File: src/rtl/masmu_pkg.sv
// shared types and constants of the matrix add, subtract and multiply unit
`default_nettype none

package masmu_pkg;

    localparam int DATA_W = 32;
    localparam int IDX_W  = 3;
    localparam int OP_W   = 3;
    localparam int DIM_W  = 4;
    localparam int CFG_IDX_W = 1;

    localparam logic [OP_W-1:0] OP_LOAD_A = 3'd0;
    localparam logic [OP_W-1:0] OP_LOAD_B = 3'd1;
    localparam logic [OP_W-1:0] OP_ADD    = 3'd2;
    localparam logic [OP_W-1:0] OP_SUB    = 3'd3;
    localparam logic [OP_W-1:0] OP_MUL    = 3'd4;

    localparam logic [CFG_IDX_W-1:0] REG_ROW_COUNT    = 1'd0;
    localparam logic [CFG_IDX_W-1:0] REG_COLUMN_COUNT = 1'd1;

    typedef struct packed {
        logic             wr_a;
        logic             wr_b;
        logic             rd_en;
        logic [IDX_W-1:0] rd_row_a;
        logic [IDX_W-1:0] rd_col_a;
        logic [IDX_W-1:0] rd_row_b;
        logic [IDX_W-1:0] rd_col_b;
        logic             first;
        logic             last;
        logic             op_mul;
        logic             op_sub;
        logic             err_load;
        logic [IDX_W-1:0] out_row;
        logic [IDX_W-1:0] out_col;
        logic             out_last;
    } t_cmd;

    typedef struct packed {
        logic out_load;
        logic out_free;
    } t_stat;

endpackage

`default_nettype wire

File: src/rtl/masmu_dp.sv
// datapath: matrix memories, multiply, add or subtract stage, accumulator, output register
`default_nettype none

module masmu_dp #(
    parameter int MAX_DIM = 8
) (
    input  wire logic                               i_clk,
    input  wire logic                               i_rst_n,
    input  wire masmu_pkg::t_cmd                    i_cmd,
    output masmu_pkg::t_stat                        o_stat,
    input  wire logic [masmu_pkg::IDX_W-1:0]        i_row_index,
    input  wire logic [masmu_pkg::IDX_W-1:0]        i_column_index,
    input  wire logic [masmu_pkg::DATA_W-1:0]       i_element_value,
    output logic                                    o_valid,
    input  wire logic                               i_stall,
    output logic [masmu_pkg::DATA_W-1:0]            o_result_value,
    output logic [masmu_pkg::IDX_W-1:0]             o_result_row,
    output logic [masmu_pkg::IDX_W-1:0]             o_result_column,
    output logic                                    o_last_element,
    output logic                                    o_shape_error
);

    localparam int DEPTH  = MAX_DIM * MAX_DIM;
    localparam int AW     = (DEPTH > 1) ? $clog2(DEPTH) : 1;

    logic [masmu_pkg::DATA_W-1:0] mem_a [0:DEPTH-1];
    logic [masmu_pkg::DATA_W-1:0] mem_b [0:DEPTH-1];

    logic [masmu_pkg::DATA_W-1:0] r_a_q, r_b_q;
    logic                         r_s1_v, r_s1_first, r_s1_last;
    logic [masmu_pkg::DATA_W-1:0] r_s2_val;
    logic                         r_s2_v, r_s2_first, r_s2_last;
    logic [masmu_pkg::DATA_W-1:0] r_acc;
    logic [masmu_pkg::DATA_W-1:0] acc_next;
    logic                         r_out_v;
    logic                         out_load;

    logic [AW-1:0]     wr_addr, rda_addr, rdb_addr;

    assign wr_addr  = AW'(i_row_index) * AW'(MAX_DIM) + AW'(i_column_index);
    assign rda_addr = AW'(i_cmd.rd_row_a) * AW'(MAX_DIM) + AW'(i_cmd.rd_col_a);
    assign rdb_addr = AW'(i_cmd.rd_row_b) * AW'(MAX_DIM) + AW'(i_cmd.rd_col_b);

    always_ff @(posedge i_clk) begin
        if (i_cmd.wr_a) begin
            mem_a[wr_addr] <= i_element_value;
        end
        if (i_cmd.wr_b) begin
            mem_b[wr_addr] <= i_element_value;
        end
        if (i_cmd.rd_en) begin
            r_a_q <= mem_a[rda_addr];
            r_b_q <= mem_b[rdb_addr];
        end
    end

    always_ff @(posedge i_clk) begin
        if (r_s1_v) begin
            if (i_cmd.op_mul) begin
                r_s2_val <= r_a_q * r_b_q;
            end else if (i_cmd.op_sub) begin
                r_s2_val <= r_a_q - r_b_q;
            end else begin
                r_s2_val <= r_a_q + r_b_q;
            end
        end
    end

    assign acc_next = r_s2_first ? r_s2_val : r_acc + r_s2_val;

    assign out_load        = (r_s2_v && r_s2_last) || i_cmd.err_load;
    assign o_stat.out_load = r_s2_v && r_s2_last;
    assign o_stat.out_free = !r_out_v || !i_stall;

    always_ff @(posedge i_clk) begin
        if (r_s2_v) begin
            r_acc <= acc_next;
        end
        if (r_s2_v && r_s2_last) begin
            o_result_value  <= acc_next;
            o_result_row    <= i_cmd.out_row;
            o_result_column <= i_cmd.out_col;
            o_last_element  <= i_cmd.out_last;
            o_shape_error   <= 1'b0;
        end else if (i_cmd.err_load) begin
            o_result_value  <= '0;
            o_result_row    <= '0;
            o_result_column <= '0;
            o_last_element  <= 1'b1;
            o_shape_error   <= 1'b1;
        end
    end

    always_ff @(posedge i_clk) begin
        if (!i_rst_n) begin
            r_s1_v     <= 1'b0;
            r_s1_first <= 1'b0;
            r_s1_last  <= 1'b0;
            r_s2_v     <= 1'b0;
            r_s2_first <= 1'b0;
            r_s2_last  <= 1'b0;
            r_out_v    <= 1'b0;
        end else begin
            r_s1_v     <= i_cmd.rd_en;
            r_s1_first <= i_cmd.first;
            r_s1_last  <= i_cmd.last;
            r_s2_v     <= r_s1_v;
            r_s2_first <= r_s1_first;
            r_s2_last  <= r_s1_last;
            if (out_load) begin
                r_out_v <= 1'b1;
            end else if (!i_stall) begin
                r_out_v <= 1'b0;
            end
        end
    end

    assign o_valid = r_out_v;

endmodule

`default_nettype wire

File: config.mk
export PLATFORM = sky130hd
export DESIGN_NAME = masmu_dp
export DESIGN_NICKNAME = d
export VERILOG_FILES = /design/src/rtl/masmu_pkg.sv /design/src/rtl/masmu_dp.sv
export SDC_FILE = /design/constraint.sdc
export NUM_CORES = 2
export LEC_CHECK = 0
export ABC_CLOCK_PERIOD_IN_PS = 9480
export BUFFER_PORTS_ARGS = -buffer_cell sky130_fd_sc_hd__buf_2
export CAP_MARGIN = 40
export CORE_MARGIN = 1.5
export CORE_UTILIZATION = 40
export CTS_BUF_LIST = sky130_fd_sc_hd__clkbuf_4 sky130_fd_sc_hd__clkbuf_8 sky130_fd_sc_hd__clkbuf_16
export DETAILED_ROUTE_END_ITERATION = 8
export PLACE_DENSITY = 0.62
export SKIP_CTS_REPAIR_TIMING = 1
export SYNTH_ARGS = -nofsm -noshare
export SYNTH_HDL_FRONTEND = slang
export SYNTH_SLANG_ARGS = --single-unit
File: constraint.sdc
create_clock -name i_clk -period 9.48 [get_ports i_clk]
set_input_delay 1.896 -clock i_clk [delete_from_list [all_inputs] [get_ports i_clk]]
set_output_delay 1.896 -clock i_clk [all_outputs]
set_load 0.02 [all_outputs]
==> summary.md <==
| Metric | Value |
|---|---|
| Outcome | finished with violations |
| Violations in the final reports | antenna violations |
| Share of synthesized area occupied by flip-flops and latches | 0.7084 |
| Min setup slack post-route | between 1500 and 2000 ps |
| Number of maximum-capacitance constraint violations | 0 |
| Die span in x | just under 700 um |
| Clock root buffer | sky130_fd_sc_hd__clkbuf_16 |
| Max Freq | 0.1283 GHz |
| Clk pin slew, worst setup/hold paths | about 70 ps |
| Crit end category | register |
| Post-detailed-placement cell area | around 190000 sq um |
| Post-layout util | 0.4551 |
| Time the worst path needs with I/O delays and setup | 7797 ps |
| Type of the worst min-delay path | register to register |
| Maximum number of pins on one net before global-route repair | 145 |
| Post-layout nets | 9647 |
| Worst setup slack before clock tree synthesis | between 1500 and 2000 ps |
| Count of mapped cells out of synthesis | approximately 8600 |
| Clock sinks | 4271 |
| Worst VDD drop | 1.725 mV |
| Post-synth ARST share | 0 |
| Filler cell count | approximately 37000 |
| Boundary Pins | around 110 |
| Main area contributors after synthesis | sky130_fd_sc_hd__edfxtp_1 (71%), sky130_fd_sc_hd__mux4_2 (17%), sky130_fd_sc_hd__fa_1 (4.5%) |
| Total Die Area | roughly 460000 sq um |
| Vias post-DR | 87501 |
| Antenna violations before repair | 54 |
| Top_reg_cell synth | sky130_fd_sc_hd__edfxtp_1 |
| WP data required | between 10000 and 15000 ps |
| Net count of the mapped netlist | 9268 |
| Pre-Repair DR Iteration Count | 6 |
| Core Region | between 400000 and 500000 sq um |
| Setup TNS Final | 0 ps |
| Post-Route Hold Slack | ~440 ps |
| Detailed-route wire length | between 400000 and 500000 um |
| Setup repair after global routing missed its margin | no |
| # setup viols final | 0 |
| Crit path DAT | 8510 ps |
| Final Hold Viols | 0 |
| Synth Warn # | 0 |
| Cell taking the most area after synthesis | sky130_fd_sc_hd__edfxtp_1 |
| Per-cell via count in the routed design | between 5 and 6 |
| CTS tree | built |
| Global-route wire length before repair | roughly 670000 um |
| H-tree level count | 5 |
| Global placer's final weighted congestion | ~0.86 |
| Highest fanout seen on the critical path | 14 |
| Critical path start-end classification | register to register |
| Estimated wirelength of the detail-placed design | roughly 270000 um |
| Maximum root-to-sink buffer count | 4 |
| Worst slew margin relative to its limit | 0.2346 |
| Number of routed nets with antenna violations | 1 |
| PD cells | between 300 and 400 nW/um^2 |
| Starting density of the core | 0.4023 |
| Count of buffers inserted at the top-level ports | 110 |
| Count of unresolved DRC violations after routing | 0 |
| EDFF count, synth | 4263 |
| Static Leakage | ~66 nW |
| Post-Layout Inst Area | between 200000 and 250000 sq um |
| Proportion of layout cells with a drive suffix above 1 | 0.2731 |
| Overflow left after global routing | 0 |
| Number of rows created at floorplan | approximately 250 |
| Area growth, synth to finish | 13.12% |
| Final max-slew violation count | 0 |
| Fraction of synthesized cell area taken by the top area cell type | 0.7076 |
| Avg WL per Cell | slightly above 30 um |
| Via count of the first global-routing pass | roughly 90000 |
| Netlist Area Pre-Place | between 150000 and 200000 sq um |
| Mean Syn Cell Area | between 20 and 25 sq um |
| Actual slew at the worst max-slew pin | roughly 1100 ps |
| Max Clock Skew | between 40 and 50 ps |
| Final clock period utilization by the worst path | 0.8224 |
| Iteration-0 DRC Markers | ~11000 |
| Worst-skew pair later-pin latency | a little under 1000 ps |
| Die boundary height | ~680 um |
| FF+latch count, synth | 4271 |
| Unique masters post-synth | 70 |
| Global router's overall resource usage | 0.2044 |
| Number of buffers inserted during clock tree synthesis | a little over 400 |
| Type of origin of the critical path | register |
critical path, stage by stage (launching register included):
cell and delay (ps):
sky130_fd_sc_hd__edfxtp_1 850, sky130_fd_sc_hd__buf_4 330, sky130_fd_sc_hd__nand2_1 90, sky130_fd_sc_hd__fa_1 420, sky130_fd_sc_hd__inv_1 80, sky130_fd_sc_hd__fa_1 430
sky130_fd_sc_hd__fa_1 520, sky130_fd_sc_hd__inv_1 60, sky130_fd_sc_hd__fa_1 480, sky130_fd_sc_hd__inv_1 60, sky130_fd_sc_hd__fa_1 500, sky130_fd_sc_hd__inv_1 70
sky130_fd_sc_hd__fa_1 540, sky130_fd_sc_hd__inv_1 50, sky130_fd_sc_hd__fa_1 490, sky130_fd_sc_hd__fa_1 420, sky130_fd_sc_hd__ha_1 360, sky130_fd_sc_hd__a21oi_1 160
sky130_fd_sc_hd__o21ai_0 140, sky130_fd_sc_hd__and3_1 210, sky130_fd_sc_hd__o31a_1 270, sky130_fd_sc_hd__a311o_1 370, sky130_fd_sc_hd__a21o_1 190, sky130_fd_sc_hd__a21oi_1 170
sky130_fd_sc_hd__xor2_1 170, sky130_fd_sc_hd__mux2i_1 100
synth_stat cells (21+ instances only):
master and n:
sky130_fd_sc_hd__a21o_1 44, sky130_fd_sc_hd__a21oi_1 91, sky130_fd_sc_hd__and2_1 333, sky130_fd_sc_hd__buf_1 116, sky130_fd_sc_hd__buf_2 21, sky130_fd_sc_hd__clkbuf_1 303, sky130_fd_sc_hd__edfxtp_1 4263, sky130_fd_sc_hd__fa_1 410
sky130_fd_sc_hd__ha_1 187, sky130_fd_sc_hd__inv_1 418, sky130_fd_sc_hd__mux2i_1 22, sky130_fd_sc_hd__mux4_2 1330, sky130_fd_sc_hd__nand2_1 327, sky130_fd_sc_hd__nor2_1 204, sky130_fd_sc_hd__o21ai_0 92, sky130_fd_sc_hd__xnor2_1 118
sky130_fd_sc_hd__xor2_1 50
stage by stage:
stage          instances  total power [mW]
6_report           15288             67.54
5_1_grt            15273             71.26
4_1_cts            15259             67.88
3_5_place_dp       14514             51.75
3_3_place_gp       14481             51.50
2_1_floorplan       8603             44.34
where the power goes:
| group | switching [mW] | total (mW) | internal, mW |
|---|---|---|---|
| clock | 6.96 | 16.2 | 9.20 |
| combinational | 16.7 | 29.5 | 12.8 |
| sequential | 0.249 | 21.9 | 21.6 |
logic make-up after synthesis:
family,Yosys count,share of synthesized area
xor gates and xnor gates,169,0.008223
buffers and inverters,862,0.01807
and+or+nand+nor,995,0.02724
AOI/OAI and AO/OA,339,0.01182
adders and majority gates,597,0.05830
DFF,4271,0.7084
muxes,1370,0.1679
area by class of cell:
type	count	area (sq um)	share of cell area
antenna	23	57.56	0.0002812
clock inverter	238	2051	0.01002
tap	5952	7447	0.03639
timing repair buffer	406	3749	0.01832
clock buffer	507	11170	0.05457
multi-input combinational	3470	50440	0.2464
inverter	421	1580	0.007721
sequential	4271	128200	0.6263
worst paths after layout:
path                            slack (ps)  depth (start not counted)           end       start
worst min-delay path                   440                          1    r_s2_first  r_s1_first
worst min register to register         440                          1    r_s2_first  r_s1_first
worst max register to register        1680                         25  r_s2_val[29]    r_a_q[8]
worst max-delay path                  1680                         25  r_s2_val[29]    r_a_q[8]
flip-flops by register name, indices dropped and copies added, names as in the netlist:
name and flops:
o_result_row 3, r_a_q 32, o_result_value 32, mem_a 2048, r_s2_last 1, r_s2_first 1, o_shape_error 1, r_s2_val 32
r_s1_v 1, o_valid 1, o_result_column 3, o_last_element 1, r_s1_last 1, mem_b 2048, r_b_q 32, r_acc 32
r_s1_first 1, r_s2_v 1
placed cells by master (no fill, tap or decap), drive strengths merged, types with 9 or more instances in the layout:
master,n
xnor2,119
nand4,13
inv,435
nor2,204
o21a,15
nand3,17
a31oi,14
o31ai,9
fa,410
and3,19
diode,23
nor3,19
clkinv,182
and2,333
bufinv,31
edfxtp,4263
mux2i,22
mux2,18
nand2,327
o21bai,10
a21o,44
nor2b,10
clkinvlp,11
mux4,1330
buf,406
ha,187
a211oi,13
nand2b,15
xor2,50
o21ai,96
clkbuf,507
a21oi,91
layer usage:
layer  global-route usage  part of all wire  vias to the layer above
met5                    0           0.00025                        -
met4              0.05169             0.024                       18
met3              0.03082             0.079                      629
met2               0.3347              0.49                     3708
met1               0.2886              0.41                    47735
li1                     -                 -                    35411
(Power assumes the default switching activity.)
