<file path="config.mk">
export PLATFORM = sky130hd
export DESIGN_NAME = masmu_ctrl
export DESIGN_NICKNAME = d
export VERILOG_FILES = /design/src/rtl/masmu_pkg.sv /design/src/rtl/masmu_ctrl.sv
export SDC_FILE = /design/constraint.sdc
export NUM_CORES = 1
export LEC_CHECK = 0
export BUFFER_PORTS_ARGS = -buffer_cell sky130_fd_sc_hd__buf_2
export CORE_ASPECT_RATIO = 0.75
export CORE_MARGIN = 3
export CORE_UTILIZATION = 47
export CTS_CLUSTER_DIAMETER = 150
export DETAILED_ROUTE_END_ITERATION = 8
export PLACE_DENSITY = 0.76
export SLEW_MARGIN = 20
export SYNTH_ARGS = -nofsm -noshare
export SYNTH_HDL_FRONTEND = slang
export SYNTH_SLANG_ARGS = --single-unit
</file>
<file path="constraint.sdc">
create_clock -name i_clk -period 2.1 [get_ports i_clk]
set_input_delay 0 -clock i_clk [delete_from_list [all_inputs] [get_ports i_clk]]
set_output_delay 0 -clock i_clk [all_outputs]
set_load 0.05 [all_outputs]
</file>
<file path="src/rtl/masmu_pkg.sv">
// shared types and constants of the matrix add, subtract and multiply unit
`default_nettype none

package masmu_pkg;

    localparam int DATA_W = 32;
    localparam int IDX_W  = 3;
    localparam int OP_W   = 3;
    localparam int DIM_W  = 4;
    localparam int CFG_IDX_W = 1;

    localparam logic [OP_W-1:0] OP_LOAD_A = 3'd0;
    localparam logic [OP_W-1:0] OP_LOAD_B = 3'd1;
    localparam logic [OP_W-1:0] OP_ADD    = 3'd2;
    localparam logic [OP_W-1:0] OP_SUB    = 3'd3;
    localparam logic [OP_W-1:0] OP_MUL    = 3'd4;

    localparam logic [CFG_IDX_W-1:0] REG_ROW_COUNT    = 1'd0;
    localparam logic [CFG_IDX_W-1:0] REG_COLUMN_COUNT = 1'd1;

    typedef struct packed {
        logic             wr_a;
        logic             wr_b;
        logic             rd_en;
        logic [IDX_W-1:0] rd_row_a;
        logic [IDX_W-1:0] rd_col_a;
        logic [IDX_W-1:0] rd_row_b;
        logic [IDX_W-1:0] rd_col_b;
        logic             first;
        logic             last;
        logic             op_mul;
        logic             op_sub;
        logic             err_load;
        logic [IDX_W-1:0] out_row;
        logic [IDX_W-1:0] out_col;
        logic             out_last;
    } t_cmd;

    typedef struct packed {
        logic out_load;
        logic out_free;
    } t_stat;

endpackage

`default_nettype wire

</file>
<file path="src/rtl/masmu_ctrl.sv">
// sequencer: shape registers, load decode and result run walk
`default_nettype none

module masmu_ctrl #(
    parameter int MAX_DIM = 8
) (
    input  wire logic                                i_clk,
    input  wire logic                                i_rst_n,
    input  wire logic                                i_cfg_we,
    input  wire logic [masmu_pkg::CFG_IDX_W-1:0]     i_cfg_index,
    input  wire logic [masmu_pkg::DIM_W-1:0]         i_cfg_data,
    input  wire logic                                i_valid,
    output logic                                     o_stall,
    input  wire logic [masmu_pkg::OP_W-1:0]          i_operation,
    input  wire logic [masmu_pkg::IDX_W-1:0]         i_row_index,
    input  wire logic [masmu_pkg::IDX_W-1:0]         i_column_index,
    input  wire masmu_pkg::t_stat                    i_stat,
    output masmu_pkg::t_cmd                          o_cmd
);

    localparam logic [1:0] S_IDLE  = 2'd0;
    localparam logic [1:0] S_ISSUE = 2'd1;
    localparam logic [1:0] S_WAIT  = 2'd2;
    localparam logic [1:0] S_ERR   = 2'd3;

    localparam logic [masmu_pkg::DIM_W-1:0] DIM_MAX = masmu_pkg::DIM_W'(MAX_DIM);
    localparam logic [masmu_pkg::DIM_W-1:0] DIM_ONE = masmu_pkg::DIM_W'(1);

    logic [1:0]                       r_state, n_state;
    logic [masmu_pkg::DIM_W-1:0]      r_row_cfg, r_col_cfg;
    logic [masmu_pkg::IDX_W-1:0]      r_row, n_row;
    logic [masmu_pkg::IDX_W-1:0]      r_col, n_col;
    logic [masmu_pkg::IDX_W-1:0]      r_k, n_k;
    logic                             r_op_mul, n_op_mul;
    logic                             r_op_sub, n_op_sub;

    logic [masmu_pkg::DIM_W-1:0]      rows, cols;
    logic                             accept;
    logic                             in_range;
    logic                             k_end;
    logic                             col_end;
    logic                             elem_last;

    // 0 acts as 1, above the maximum acts as the maximum
    always_comb begin
        rows = r_row_cfg;
        if (r_row_cfg == '0) begin
            rows = DIM_ONE;
        end else if (r_row_cfg > DIM_MAX) begin
            rows = DIM_MAX;
        end
        cols = r_col_cfg;
        if (r_col_cfg == '0) begin
            cols = DIM_ONE;
        end else if (r_col_cfg > DIM_MAX) begin
            cols = DIM_MAX;
        end
    end

    assign o_stall   = (r_state != S_IDLE);
    assign accept    = i_valid && (r_state == S_IDLE);
    assign in_range  = ({1'b0, i_row_index} < rows) && ({1'b0, i_column_index} < cols);
    assign k_end     = !r_op_mul || ({1'b0, r_k} == cols - DIM_ONE);
    assign col_end   = ({1'b0, r_col} == cols - DIM_ONE);
    assign elem_last = ({1'b0, r_row} == rows - DIM_ONE) && col_end;

    always_comb begin
        n_state  = r_state;
        n_row    = r_row;
        n_col    = r_col;
        n_k      = r_k;
        n_op_mul = r_op_mul;
        n_op_sub = r_op_sub;

        o_cmd          = '0;
        o_cmd.first    = (r_k == '0);
        o_cmd.last     = k_end;
        o_cmd.op_mul   = r_op_mul;
        o_cmd.op_sub   = r_op_sub;
        o_cmd.out_row  = r_row;
        o_cmd.out_col  = r_col;
        o_cmd.out_last = elem_last;
        o_cmd.rd_row_a = r_row;
        o_cmd.rd_col_a = r_op_mul ? r_k : r_col;
        o_cmd.rd_row_b = r_op_mul ? r_k : r_row;
        o_cmd.rd_col_b = r_col;

        unique case (r_state)
            S_IDLE: begin
                if (accept) begin
                    n_row = '0;
                    n_col = '0;
                    n_k   = '0;
                    unique case (i_operation) inside
                        masmu_pkg::OP_LOAD_A: begin
                            o_cmd.wr_a = in_range;
                        end
                        masmu_pkg::OP_LOAD_B: begin
                            o_cmd.wr_b = in_range;
                        end
                        masmu_pkg::OP_ADD, masmu_pkg::OP_SUB: begin
                            n_op_mul = 1'b0;
                            n_op_sub = (i_operation == masmu_pkg::OP_SUB);
                            n_state  = S_ISSUE;
                        end
                        masmu_pkg::OP_MUL: begin
                            n_op_mul = 1'b1;
                            n_op_sub = 1'b0;
                            n_state  = (rows != cols) ? S_ERR : S_ISSUE;
                        end
                        default: begin
                        end
                    endcase
                end
            end
            S_ISSUE: begin
                o_cmd.rd_en = i_stat.out_free;
                if (i_stat.out_free) begin
                    if (k_end) begin
                        n_k     = '0;
                        n_state = S_WAIT;
                    end else begin
                        n_k = r_k + 1'b1;
                    end
                end
            end
            S_WAIT: begin
                if (i_stat.out_load) begin
                    if (elem_last) begin
                        n_state = S_IDLE;
                    end else begin
                        n_state = S_ISSUE;
                        if (col_end) begin
                            n_col = '0;
                            n_row = r_row + 1'b1;
                        end else begin
                            n_col = r_col + 1'b1;
                        end
                    end
                end
            end
            S_ERR: begin
                o_cmd.err_load = i_stat.out_free;
                if (i_stat.out_free) begin
                    n_state = S_IDLE;
                end
            end
            default: begin
                n_state = S_IDLE;
            end
        endcase
    end

    always_ff @(posedge i_clk) begin
        if (!i_rst_n) begin
            r_state   <= S_IDLE;
            r_row_cfg <= DIM_MAX;
            r_col_cfg <= DIM_MAX;
            r_row     <= '0;
            r_col     <= '0;
            r_k       <= '0;
            r_op_mul  <= 1'b0;
            r_op_sub  <= 1'b0;
        end else begin
            r_state  <= n_state;
            r_row    <= n_row;
            r_col    <= n_col;
            r_k      <= n_k;
            r_op_mul <= n_op_mul;
            r_op_sub <= n_op_sub;
            if (i_cfg_we) begin
                unique case (i_cfg_index)
                    masmu_pkg::REG_ROW_COUNT:    r_row_cfg <= i_cfg_data;
                    masmu_pkg::REG_COLUMN_COUNT: r_col_cfg <= i_cfg_data;
                    default: begin
                    end
                endcase
            end
        end
    end

endmodule

`default_nettype wire

</file>
==> results by group <==
Status
  – Run status: finished with violations
  – Violated checks: negative setup slack

Detailed routing
  – Number of vias per cell: 5.371
  – Final WL: 4.161 mm
  – DRT Pass-1 Iters: 4
  – Via Count: 1606
  – Iter 0 DRT Violations: 73
  – Final ANT Viol Nets: 0
  – WL/cell: 13.92 µm
  – Number of remaining DRC errors: 0

Worst setup path
  – CP top delay family: compound AO/OA/AOI/OAI gates
  – Critical Path Max Stage Delay: 350 ps
  – Critical path class: reg -> out
  – WP data arrival: 2150 ps
  – CP required: 2100 ps
  – Slowest CP cell: a211o_4
  – Critical Path Stages: 8
  – Worst setup SP type: flop
  – R2R depth: 8
  – Critical Path Fanout Max: 6
  – Critical R2R Launch: r_row_cfg[1]$_SDFFE_PN0P_
  – CP cell instances: o21ba_1 -> or2_4 -> ha_1 -> xor2_1 -> xnor2_1 -> a211o_4 -> nor2_2 -> buf_6
  – Crit path buf inv count: 1
  – Crit end category: primary output
  – Worst R2R End: r_col[2]$_SDFFE_PN0P_
  – R2r setup slk: -30 ps

Pwr
  – Total Power: 1276 µW
  – Power Dens Cells: 608.7 mW/mm²
  – Static Leak: 0.0009706 µW
  – VDD IR max: 0.3022 mV

Logic synthesis
  – Post-synthesis net count: 240
  – FFs w/ async S/R, synth: 0%
  – Post-synthesis sequential area ratio: 24.93%
  – Post-synth top area cell: dfxtp_1
  – Mapped cell area: 0.001687 mm²
  – Synth Warn #: 0
  – Top FF cell, synth: dfxtp_1
  – Netlist cell types: 50
  – Number of synthesized flops with an enable pin: 0
  – Synth top area share: 24.93%
  – Synth area leaders: dfxtp_1 (25%), ha_1 (7.4%), nand2_1 (4.9%)
  – Syn Inst Count: 210
  – Flops & latches, synth: 21
  – Avg Inst Size Synth: 8.032 µm²

STA
  – Worst Skew: 7.904 ps
  – Least-Margin Pin Slew: 500.3 ps
  – Fmax: 0.4648 GHz
  – Unrepaired setup endpoints after global routing: true
  – Worst hold slack: 5.639 ps
  – # setup viols final: 5
  – Slew Limit Fails: 0
  – Final hold vios: 0
  – Setup ws final: -51.59 ps
  – Relative slew margins: 66.61%
  – Crit share post-route: 102.5%
  – Final min period: 2152 ps

Placement
  – Dpl hpwl: 3.318 mm
  – IO buf count: 47
  – RD Place Congestion: 0.8342
  – Inst Count DP: 291

Global routing
  – Busiest grt layer: met2
  – Global-route wire length before repair: 6.458 mm
  – Met1 GRT Util: 27.39%
  – Largest net degree at the start of global routing: 15
  – Antenna violations before repair: 0
  – Gr usage total: 19.74%
  – Vias in the first global route: 1413
  – Met2 GRT Util: 29.65%
  – Grt total ovfl: 0
  – GR met3 Demand/Resource: 5.373%

Clock tree
  – Clk slew on worst S/H paths: 90 ps
  – CTS tree: yes
  – Skew-Pair Late Insertion Delay: 270 ps
  – Max clock buf depth: 2
  – # clock sinks: 21
  – CTS root buf: clkbuf_8
  – CTS H-tree lvls: 1
  – Total CTS buffers: 3

Layout
  – Fill count: 296
  – Layout cells sized above 1: 33.59%
  – Synth-to-Final Area Change: 24.33%
  – Final std cells w/o fill: 299
  – Final nets: 290
  – Antenna Cells: 0

Floorplanning
  – Die ar.: 0.004351 mm²
  – Num rows: 18
  – Die width: 75.17 µm
  – Starting Density: 50.26%
  – Die Y: 57.88 µm
  – Num ports: 48
  – Core footprint: 0.003356 mm²

Worst hold path
  – HP Class: in -> reg
  – WHS Endpoint: r_op_sub$_SDFFE_PN0P_
  – Hold path depth: 3
  – Hold_sp: i_operation[1]

Job
  – Max-cap violations: 0
kinds of logic (layout without fill, tap and decap cells):
kind of cell | after synthesis | in the layout | share of synthesized area, %
compound gates | 45 | 45 | 21.74
buf+inv | 34 | 83 | 9.941
flops | 21 | 21 | 24.93
xor+xnor | 10 | 10 | 6.825
fa+ha+maj | 10 | 10 | 7.418
simple gates | 83 | 83 | 25.00
mux | 7 | 7 | 4.154
tightest hold or removal path: stages:
cell	delay [ps]
buf_2	130
nand2_1	60
a21oi_1	50
state kept, by name, indices dropped and copies added (netlist names):
| register | count |
|---|---|
| r_op_sub | 1 |
| r_k | 3 |
| r_row | 3 |
| r_row_cfg | 4 |
| r_op_mul | 1 |
| r_col | 3 |
| r_col_cfg | 4 |
| r_state | 2 |
synth_stat cells (3+ instances only):
cell type	number
dfxtp_1	21
nand2b_1	4
nand3_1	16
o41ai_1	3
clkbuf_1	7
mux2i_1	7
nor2b_1	4
inv_1	15
nor2_1	18
nor3_1	5
buf_4	10
o31ai_1	4
a21oi_1	10
o21ai_0	7
nand2_1	22
ha_1	10
xor2_1	7
per-stage QoR:
step	setup TNS, ps	worst slack, ps	area, µm²	utilization, %
after floorplan	0	34.43	1692	-
after global placement	0	57.02	1963	58.50
after detailed placement	-1.732	-1.732	1963	58.50
after CTS	-152.4	-57.37	2072	61.75
after global routing	-774.8	-144.7	2097	62.49
final	-122.6	-51.59	2097	62.49
report_power, final:
part           internal, µW  switching (µW)
clock network           133             146
logic                   188             343
registers               427            40.8
total                   747             529
area by class of cell:
class | instances | area, µm² | area share [%]
Clock buffer | 3 | 41.29 | 1.969
Clock inverter | 1 | 5.005 | 0.2387
Multi-Input combinational cell | 155 | 1127 | 53.76
Sequential cell | 21 | 425.4 | 20.29
Timing Repair Buffer | 64 | 391.6 | 18.68
Tap cell | 40 | 50.05 | 2.387
Inverter | 15 | 56.30 | 2.685
per-layer routing:
layer,part of all wire (%),vias to the layer above,routed length [µm]
met4,1.1,0,46
li1,-,830,-
met2,43,54,1804
met5,0,-,0
met3,6.2,5,258
met1,49,717,2052
worst max path at each step:
stage,from,to,slack (ps)
global route,r_row_cfg[1]$_SDFFE_PN0P_,o_cmd[0],-140
CTS,r_row_cfg[1]$_SDFFE_PN0P_,o_cmd[0],-60
global placement,r_row_cfg[1]$_SDFFE_PN0P_,r_col[2]$_SDFFE_PN0P_,60
finish,r_row_cfg[1]$_SDFFE_PN0P_,o_cmd[0],-50
detailed placement,r_row_cfg[1]$_SDFFE_PN0P_,r_col[2]$_SDFFE_PN0P_,-2
floorplan,r_col_cfg[1]$_SDFFE_PN0P_,r_k[2]$_SDFFE_PN0P_,30
cell usage in the layout (no fill, tap or decap), types with 9 or more instances in the layout:
cell      n
nor2_1   16
nand2_1  22
dfxtp_1  17
nand3_1  16
ha_1      9
inv_1    15
buf_2    44
a21oi_1   9
buf_4    13
repair_timing:
action,CTS,global route
hold endpoints to repair,6,0
endpoints found under the setup margin,5,13
hold buffers,4,0
setup buffers,0,0
gates resized for setup,8,9
pin swaps,1,7
No activity file was read; power rests on OpenSTA's default activity.
